`config.mk`:
```
export PLATFORM = sky130hd
export DESIGN_NAME = position_pid_controller_unit
export DESIGN_NICKNAME = d
export VERILOG_FILES = /design/src/design/ppid_pkg.sv /design/src/design/position_pid_controller_unit.sv
export SDC_FILE = /design/constraint.sdc
export NUM_CORES = 2
export LEC_CHECK = 0
export BUFFER_PORTS_ARGS = -buffer_cell sky130_fd_sc_hd__buf_2
export CELL_PAD_IN_SITES_DETAIL_PLACEMENT = 2
export CELL_PAD_IN_SITES_GLOBAL_PLACEMENT = 2
export CORE_ASPECT_RATIO = 1.5
export CORE_UTILIZATION = 38
export CTS_CLUSTER_SIZE = 28
export DETAILED_ROUTE_END_ITERATION = 7
export HOLD_SLACK_MARGIN = 0.02
export PLACE_DENSITY = 0.75
export RECOVER_POWER = 25
export SLEW_MARGIN = 20
export SYNTH_ARGS = -nofsm -noshare
export SYNTH_HDL_FRONTEND = slang
export SYNTH_SLANG_ARGS = --single-unit
```
`constraint.sdc`:
```
create_clock -name aclk -period 9.85 [get_ports aclk]
set_clock_uncertainty 0.1 [all_clocks]
set_input_delay 0.985 -clock aclk [delete_from_list [all_inputs] [get_ports aclk]]
set_output_delay 0.985 -clock aclk [all_outputs]
set_load 0.01 [all_outputs]
```
`src/design/ppid_pkg.sv`:
```
// Widths and register indexes for the positional PID controller.
// No dependencies; imported by the controller and the testbench.
package ppid_pkg;

    localparam int IN_W    = 16;   // target and measured samples
    localparam int ERR_W   = 17;   // target - measured, exact
    localparam int DIFF_W  = 18;   // error - previous error
    localparam int INT_W   = 26;   // stored integral
    localparam int GAIN_W  = 16;
    localparam int WIN_W   = 16;
    localparam int IMAX_W  = 24;
    localparam int OMAX_W  = 15;
    localparam int DRIVE_W = 16;

    localparam int P_PROD_W = GAIN_W + 1 + ERR_W;
    localparam int D_PROD_W = GAIN_W + 1 + DIFF_W;
    localparam int I_PROD_W = GAIN_W + 1 + INT_W;
    localparam int SUM_W    = I_PROD_W + 1;

    localparam int CFG_IDX_W  = 3;
    localparam int CFG_DATA_W = 24;

    localparam logic [CFG_IDX_W-1:0] REG_GAIN_P       = 3'd0;
    localparam logic [CFG_IDX_W-1:0] REG_GAIN_I       = 3'd1;
    localparam logic [CFG_IDX_W-1:0] REG_GAIN_D       = 3'd2;
    localparam logic [CFG_IDX_W-1:0] REG_SEP_WINDOW   = 3'd3;
    localparam logic [CFG_IDX_W-1:0] REG_INTEGRAL_MAX = 3'd4;
    localparam logic [CFG_IDX_W-1:0] REG_OUT_MAX      = 3'd5;

    localparam logic [OMAX_W-1:0] OUT_MAX_RESET = 15'h7FFF;

endpackage

```
`src/design/position_pid_controller_unit.sv`:
```
// Positional PID controller with integral separation, three-stage pipeline.
// Depends on ppid_pkg.
//
// Usage:
//   s_tdata carries one sample: target in bits 15:0, measured in bits 31:16.
//   m_tdata carries the clamped drive, m_tuser flags that clamping occurred.
//   Gains, separation window and limits are written on the cfg_* port while
//   the block is idle; a write takes effect at the clock edge where cfg_we
//   is high. Indexes beyond the register list are ignored.
//   Stage one forms the error, the derivative difference and updates the
//   integral and previous error at the edge where the sample is accepted.
//   Stage two holds the three gain products, stage three the shifted and
//   clamped sum in the output register.
//   An accepted sample moves through stages two and three to m_tvalid. One
//   sample can be accepted every cycle; the short error and integral update
//   that feeds the next sample is the only loop, so it never limits the rate.
//   When m_tready is low, the stages fill one by one; s_tready drops only
//   once all three hold a sample, and results are never dropped.
//   A low aresetn clears the pipeline, the integral, the previous error and
//   the registers (out_max resets to 32767, everything else to zero).
module position_pid_controller_unit
    import ppid_pkg::*;
#(
    parameter int GAIN_FRAC_BITS = 8
) (
    input  logic                  aclk,
    input  logic                  aresetn,
    input  logic                  s_tvalid,
    output logic                  s_tready,
    input  logic [31:0]           s_tdata,   // target [15:0], measured [31:16]
    output logic                  m_tvalid,
    input  logic                  m_tready,
    output logic [15:0]           m_tdata,   // drive [15:0]
    output logic                  m_tuser,   // clamped [0]
    input  logic                  cfg_we,
    input  logic [CFG_IDX_W-1:0]  cfg_index,
    input  logic [CFG_DATA_W-1:0] cfg_wdata
);

    // Configuration registers.
    logic [GAIN_W-1:0] gain_p_reg, gain_i_reg, gain_d_reg;
    logic [WIN_W-1:0]  sep_win_reg;
    logic [IMAX_W-1:0] int_max_reg;
    logic [OMAX_W-1:0] out_max_reg;

    // Loop state.
    logic signed [INT_W-1:0] integ_reg;
    logic signed [ERR_W-1:0] prev_err_reg;

    // Pipeline.
    logic                      v1_reg, v2_reg, v3_reg;
    logic signed [ERR_W-1:0]    err_s1_reg;
    logic signed [DIFF_W-1:0]   diff_s1_reg;
    logic signed [INT_W-1:0]    int_s1_reg;
    logic signed [P_PROD_W-1:0] p_prod_reg;
    logic signed [D_PROD_W-1:0] d_prod_reg;
    logic signed [I_PROD_W-1:0] i_prod_reg;
    logic [DRIVE_W-1:0]         drive_reg;
    logic                       clamped_reg;

    logic rdy1, rdy2, rdy3, accept;

    logic signed [IN_W-1:0]   target, measured;
    logic signed [ERR_W-1:0]  err_c;
    logic [ERR_W-1:0]         mag_c;
    logic                     integ_en_c;
    logic signed [INT_W-1:0]  int_upd_c, int_hi_c, imax_s, int_next;
    logic signed [DIFF_W-1:0] diff_c;

    logic signed [P_PROD_W-1:0] p_prod_next;
    logic signed [D_PROD_W-1:0] d_prod_next;
    logic signed [I_PROD_W-1:0] i_prod_next;

    logic signed [SUM_W-1:0] sum_c, shifted_c, omax_s;
    logic [DRIVE_W-1:0]      drive_next;
    logic                    clamped_next;

    // Each stage can load when it is empty or its contents move on.
    assign rdy3     = !v3_reg || m_tready;
    assign rdy2     = !v2_reg || rdy3;
    assign rdy1     = !v1_reg || rdy2;
    assign s_tready = rdy1;
    assign accept   = s_tvalid && rdy1;

    // Stage one: error, separation test and integral update.
    always_comb begin
        target     = $signed(s_tdata[15:0]);
        measured   = $signed(s_tdata[31:16]);
        err_c      = ERR_W'(target) - ERR_W'(measured);
        mag_c      = err_c[ERR_W-1] ? ERR_W'(-err_c) : err_c;
        integ_en_c = mag_c <= {1'b0, sep_win_reg};
        // Outside the window the integral is cleared and drops out of the drive.
        int_upd_c  = integ_en_c ? (integ_reg + INT_W'(err_c)) : '0;
        imax_s     = $signed({2'b00, int_max_reg});
        int_hi_c   = (int_upd_c >= imax_s) ? imax_s : int_upd_c;
        int_next   = (int_hi_c <= -imax_s) ? -imax_s : int_hi_c;
        diff_c     = DIFF_W'(err_c) - DIFF_W'(prev_err_reg);
    end

    // Stage two: gain products. Gains are unsigned, so a zero sign bit is added.
    always_comb begin
        p_prod_next = $signed({1'b0, gain_p_reg}) * err_s1_reg;
        d_prod_next = $signed({1'b0, gain_d_reg}) * diff_s1_reg;
        i_prod_next = $signed({1'b0, gain_i_reg}) * int_s1_reg;
    end

    // Stage three: sum, floor shift and output clamp.
    always_comb begin
        sum_c        = SUM_W'(p_prod_reg) + SUM_W'(d_prod_reg) + SUM_W'(i_prod_reg);
        shifted_c    = sum_c >>> GAIN_FRAC_BITS;
        omax_s       = $signed({{(SUM_W-OMAX_W){1'b0}}, out_max_reg});
        drive_next   = DRIVE_W'(shifted_c);
        clamped_next = 1'b0;
        if (shifted_c > omax_s) begin
            drive_next   = DRIVE_W'(omax_s);
            clamped_next = 1'b1;
        end else if (shifted_c < -omax_s) begin
            drive_next   = DRIVE_W'(-omax_s);
            clamped_next = 1'b1;
        end
    end

    // Configuration writes.
    always_ff @(posedge aclk) begin
        if (!aresetn) begin
            gain_p_reg  <= '0;
            gain_i_reg  <= '0;
            gain_d_reg  <= '0;
            sep_win_reg <= '0;
            int_max_reg <= '0;
            out_max_reg <= OUT_MAX_RESET;
        end else if (cfg_we) begin
            unique case (cfg_index)
                REG_GAIN_P:       gain_p_reg  <= cfg_wdata[GAIN_W-1:0];
                REG_GAIN_I:       gain_i_reg  <= cfg_wdata[GAIN_W-1:0];
                REG_GAIN_D:       gain_d_reg  <= cfg_wdata[GAIN_W-1:0];
                REG_SEP_WINDOW:   sep_win_reg <= cfg_wdata[WIN_W-1:0];
                REG_INTEGRAL_MAX: int_max_reg <= cfg_wdata[IMAX_W-1:0];
                REG_OUT_MAX:      out_max_reg <= cfg_wdata[OMAX_W-1:0];
                default: ;
            endcase
        end
    end

    // Control state: valids and loop state.
    always_ff @(posedge aclk) begin
        if (!aresetn) begin
            v1_reg       <= 1'b0;
            v2_reg       <= 1'b0;
            v3_reg       <= 1'b0;
            integ_reg    <= '0;
            prev_err_reg <= '0;
        end else begin
            if (rdy1) v1_reg <= s_tvalid;
            if (rdy2) v2_reg <= v1_reg;
            if (rdy3) v3_reg <= v2_reg;
            if (accept) begin
                integ_reg    <= int_next;
                prev_err_reg <= err_c;
            end
        end
    end

    // Payload registers.
    always_ff @(posedge aclk) begin
        if (accept) begin
            err_s1_reg  <= err_c;
            diff_s1_reg <= diff_c;
            int_s1_reg  <= int_upd_c;
        end
        if (rdy2 && v1_reg) begin
            p_prod_reg <= p_prod_next;
            d_prod_reg <= d_prod_next;
            i_prod_reg <= i_prod_next;
        end
        if (rdy3 && v2_reg) begin
            drive_reg   <= drive_next;
            clamped_reg <= clamped_next;
        end
    end

    assign m_tvalid = v3_reg;
    assign m_tdata  = drive_reg;
    assign m_tuser  = clamped_reg;

endmodule

```
# Yosys cells after proc, flatten, opt, wreduce, memory -nomap -nowiden
# Index checks and enable logic that the tools add are counted.
[word_totals]
in_bits = 64
out_inout_bits = 19
register_bits = 339
elab_cells = 64
[op_classes]
n_mul = 3
n_addsub = 8
n_lt_le_gt_ge = 5
eq_ne = 5
n_reduce_logical = 16
mux = 7
[ops]
columns = ["operator", "n"]
rows = [
  ["2-to-1 mux 26 bit", 3],
  ["adder 36 x 43 -> 44 bit", 1],
  ["< comparator 36 x 44 -> 1 bit", 1],
  ["negator 15 -> 44 bit", 1],
  ["multiplier 17 x 26 -> 43 bit", 1],
  ["adder 34 x 35 -> 36 bit", 1],
  ["> comparator 36 x 16 -> 1 bit", 1],
  ["multiplier 17 x 18 -> 35 bit", 1],
  ["multiplier 17 x 17 -> 34 bit", 1],
  ["adder 26 bit", 1],
  ["greater-or-equal comparator 26 x 25 -> 1 bit", 1],
  ["less-or-equal comparator 26 bit", 1],
  ["negator 24 -> 26 bit", 1],
  ["subtractor 17 x 17 -> 18 bit", 1],
  ["less-or-equal comparator 17 x 16 -> 1 bit", 1],
  ["2-to-1 mux 17 bit", 1],
  ["negator 17 bit", 1],
  ["subtractor 16 x 16 -> 17 bit", 1],
  ["2-to-1 mux 16 bit", 1],
  ["2-to-1 mux 15 bit", 1],
  ["AND reduction 2 bit", 6],
  ["== test 3 x 2 -> 1 bit (second input constant)", 2],
  ["== test 3 bit (second input constant)", 2],
  ["== test 3 x 1 -> 1 bit (second input constant)", 1],
  ["other kinds (5)", 11],
]

# Longest topological paths before layout
[depth]
ltp_word = 9
mapped_depth = 51
depth_no_buf = 46

# Worst setup path after synthesis
# No wires, ideal clock.
[synth_path]
path_kind = "input to register"
startpoint = "input port m_tready"
endpoint = "register d_prod_reg[0], enable pin"
t_required_ns = 8.996
setup_ns = 0.754
path_buffers = 0
path_stages = 2
arrival_time_ns = 9.170
setup_slack_ns = -0.174
cell_sequence = "nor2b_1 > a21boi_0"
[synth_between]
elab_chain_cells = 3
[synth_lines]
columns = ["element", "line_no", "text"]
rows = [
  ["start: declaration", "position_pid_controller_unit.sv:32", "input logic m_tready,"],
  ["logical OR 1 bit", "position_pid_controller_unit.sv:79", "assign rdy3 = !v3_reg || m_tready;"],
  ["logical OR 1 bit", "position_pid_controller_unit.sv:80", "assign rdy2 = !v2_reg || rdy3;"],
  ["logical AND 1 bit", "position_pid_controller_unit.sv:171", "if (rdy2 && v1_reg) begin"],
  ["end signal: assignment", "position_pid_controller_unit.sv:173", "d_prod_reg <= d_prod_next;"],
  ["end: declaration", "position_pid_controller_unit.sv:56", "logic signed [D_PROD_W-1:0] d_prod_reg;"],
]
# Every way passes these cells.
# A chain may end at the register's enable or synchronous reset.

# Final worst setup path
[layout_path]
startpoint = "input port s_tdata[0]"
endpoint = "register integ_reg[13]"
[layout_between]
elab_chain_cells = 9
elab_cells_between_ends = 10
classes_between = "3 x add/sub; 3 x order compare; 4 x mux"
[layout_lines]
columns = ["element", "line_no", "text"]
rows = [
  ["start: declaration", "position_pid_controller_unit.sv:30", "input logic [31:0] s_tdata,"],
  ["subtractor 16 x 16 -> 17 bit *", "position_pid_controller_unit.sv:89", "err_c = ERR_W'(target) - ERR_W'(measured);"],
  ["negator 17 bit", "position_pid_controller_unit.sv:90", "mag_c = err_c[ERR_W-1] ? ERR_W'(-err_c) : err_c;"],
  ["2-to-1 mux 17 bit", "position_pid_controller_unit.sv:90", ""],
  ["less-or-equal comparator 17 x 16 -> 1 bit", "position_pid_controller_unit.sv:91", "integ_en_c = mag_c <= {1'b0, sep_win_reg};"],
  ["2-to-1 mux 26 bit *", "position_pid_controller_unit.sv:93", "int_upd_c = integ_en_c ? (integ_reg + INT_W'(err_c)) : '0;"],
  ["named net int_upd_c[7]", "position_pid_controller_unit.sv:67", "logic signed [INT_W-1:0] int_upd_c, int_hi_c, imax_s, int_next;"],
  ["greater-or-equal comparator 26 x 25 -> 1 bit", "position_pid_controller_unit.sv:95", "int_hi_c = (int_upd_c >= imax_s) ? imax_s : int_upd_c;"],
  ["2-to-1 mux 26 bit *", "position_pid_controller_unit.sv:95", ""],
  ["less-or-equal comparator 26 bit", "position_pid_controller_unit.sv:96", "int_next = (int_hi_c <= -imax_s) ? -imax_s : int_hi_c;"],
  ["2-to-1 mux 26 bit *", "position_pid_controller_unit.sv:96", ""],
  ["end signal: assignment", "position_pid_controller_unit.sv:158", "integ_reg <= int_next;"],
  ["end: declaration", "position_pid_controller_unit.sv:47", "logic signed [INT_W-1:0] integ_reg;"],
]
# The timed path passes the listed nets; every way through them passes the cells marked *.

==> metrics.yaml <==
cts:
  clkSinkCount: 339
  cts_root_buffer: "clkbuf_16"
  hold_buffers: 0
  cts.path.max_buffers: 3
  path_clk_slew_ns: 0.06
  clock_latency_ns: 0.63
  numCtsBuffers: 42
  htree_levels: 2
  cts_tree: "done"
logic_synthesis:
  syn_area_sq_um: 57300
  ys_seq_area_frac: 0.152
  syn_inst: 6339
  synthAdderAreaFrac: 0.453
  avgSynthCellArea_sq_um: 9.04
  ys.flop_type: "edfxtp_1"
  synth_fp_nets: 7905
  synth-edff-count: 190
  synth_compound_area_frac: 0.103
  synth_top_family_by_area: "adder cells"
  yosysTopAreaCell: "fa_1"
  yosys-mux-area-fraction: 0.00371
  synth_xor_area_frac: 0.0304
  synthTopCellsByArea: "fa_1 (33%), ha_1 (12%), edfxtp_1 (10%), inv_1 (7.7%), nand2_1 (6.1%)"
  async_flop_share: 0
  yosys.area_share.simple: 0.165
  synth_top_area_share: 0.332
  ys_ff_latch: 339
  ys_types: 93
  ys_warn_count: 0
critical_path:
  crit_end: "integ_reg[13]"
  reg2reg_depth: 24
  crit_path_end_kind: "register"
  startpoint: "s_tdata[0]"
  crit_top_cell: "a21o_1"
  r2r_setup_slack_ns: 1.27
  rr_startpoint: "gain_d_reg[3]"
  crit_required_ns: 10.26
  rr_endpoint: "d_prod_reg[34]"
  criticalPathCategory: "in -> reg"
  startpoint_type: "primary input"
  crit_fanout: 27
  slowest_delay_ns: 0.40
  crit_arrival_ns: 9.66
  cp_slowest_cell: "fa_1"
place:
  place.gp.congestion: 0.922
  placed_area_sq_um: 60700
  port_buffers: 82
  dpl.hpwl_mm: 176
cells_and_area:
  register_area_sq_um: 8690
  nFillCells: 16497
  final_cell_mix: "inv_1 (1179), fa_1 (952), nand2_1 (924)"
  layout_commonest_cell: "inv_1"
  drive_above_1_share: 0.0644
  syn2layout_area_growth_pct: 8.61
  multiInputGateArea_sq_um: 43400
  finalNetCount: 7977
  largest_reg_flops: 43
  final_area_sq_um: 62300
global_route:
  antenna_found_initial: 13
  grt_pass1_vias: 54568
  gr-usage-all-layers: 0.288
  grt_pass1_wl_mm: 330
  grt.overflow.total: 0
  grt_max_degree: 83
sta:
  slew_headroom: -1.75
  fin_crit_ns: 9.25
  finalSetupViolCount: 0
  max_freq_ghz: 0.108
  finalHoldViolations: 0
  drv_slew: 190
  min_period_over_period: 0.939
  worst_pin_slew_ns: 4.12
  worst_hold_slack_ns: 0.373
die:
  dieHeight_um: 478
  core_sq_um: 150000
  pin_count: 83
  die-area_sq_um: 152000
  core.rowCount: 174
  die_x_um: 319
  start_util: 0.383
outcome:
  status: "finished, violations left"
  failed_checks: "capacitance limit, slew limit"
route:
  drt_pass1_iterations: 5
  initialDrtViolationCount: 1502
  wire_per_inst_um: 25.7
  drcViolationCount: 0
  vias_per_cell: 5.47
  ant_nets: 0
  wl_mm: 216
  vias: 45878
pwr:
  total_power_mw: 9.58
  p_per_area_nw_per_um2: 154
  power.leakage_nw: 28.8
  peakVddDrop_v: 0.000174
min_path:
  min_path_type: "reg -> reg"
  min_path_cells: 2
job:
  drv_cap: 3
[critical path: cells and delay by family]
kind            cells  cell delay (ns)
compound gates     28             4.87
simple gates        7             1.10
fa+ha+maj           5             1.21
xor+xnor            1             0.09
buf+inv            10             1.37
[worst min path at each step]
stage                    startpoint         endpoint  slack, ns
floorplan           int_max_reg[16]  int_max_reg[16]       0.34
global placement    prev_err_reg[5]  prev_err_reg[5]       0.35
detailed placement  prev_err_reg[3]  prev_err_reg[3]       0.37
CTS                 prev_err_reg[3]  prev_err_reg[3]       0.38
global route        sep_win_reg[12]  sep_win_reg[12]       0.40
finish              sep_win_reg[12]  sep_win_reg[12]       0.37
[layer usage]
layer,up-vias,share of wire,global-route usage
met4,10,0.079,0.191
met1,24223,0.35,0.293
met5,-,0.00030,0
met2,893,0.54,0.551
li1,20210,-,-
met3,542,0.028,0.0274
[cells in the mapped netlist (23+ instances only)]
master and count:
a211oi_1 25, a21boi_0 122, a21o_1 99, a21oi_1 210, a31oi_1 29, and2_1 415, and3_1 36, clkbuf_1 223
dfxtp_1 149, edfxtp_1 190, fa_1 952, ha_1 550, inv_1 1180, nand2_1 924, nand2b_1 46, nand3_1 68
nand4_1 36, nor2_1 190, nor2b_1 46, nor3_1 87, nor4_1 32, o211ai_1 32, o21a_1 49, o21ai_0 150
or2_2 29, or3_1 23, xnor2_1 156, xor2_1 43
[power breakdown]
group          internal, mW  total (mW)  switching (mW)
Sequential             1.76        2.27           0.512
Combinational          2.16        5.59            3.44
Clock                 0.978        1.72           0.742
Total                  4.89        9.58            4.69
[per-stage QoR]
| stage | worst slack (ns) | TNS, ns | util | instances |
|---|---|---|---|---|
| 2_1_floorplan | 0.0714 | 0 | - | 6339 |
| 3_3_place_gp | -0.306 | -6.49 | 0.405 | 8302 |
| 3_5_place_dp | -0.484 | -11.00 | 0.405 | 8302 |
| 4_1_cts | 0.0677 | 0 | 0.415 | 8380 |
| 5_1_grt | -0.0181 | -0.0362 | 0.416 | 8382 |
| 6_report | 0.604 | 0 | 0.416 | 8386 |
[final cells by class]
cell class,instances,area share
inverter,1182,0.0713
sequential,339,0.140
antenna,5,0.000201
multi-input combinational,4577,0.698
tap,1936,0.0389
clock inverter,26,0.00472
timing repair buffer,269,0.0288
clock buffer,52,0.0187
[kinds of logic (layout without fill, tap and decap cells)]
group	count (synthesis)	in the layout
buf+inv	1423	1529
mux	21	21
fa+ha+maj	1502	1502
compound gates	881	881
other cells	0	5
flops	339	339
xor+xnor	199	199
simple gates	1974	1974
[what timing repair did]
action,4_1_cts,5_1_grt
resized for setup,0,27
endpoints found under the setup margin,0,26
endpoints found under the hold margin,0,0
buffers inserted,0,1
No activity file was read; power rests on OpenSTA's default activity.
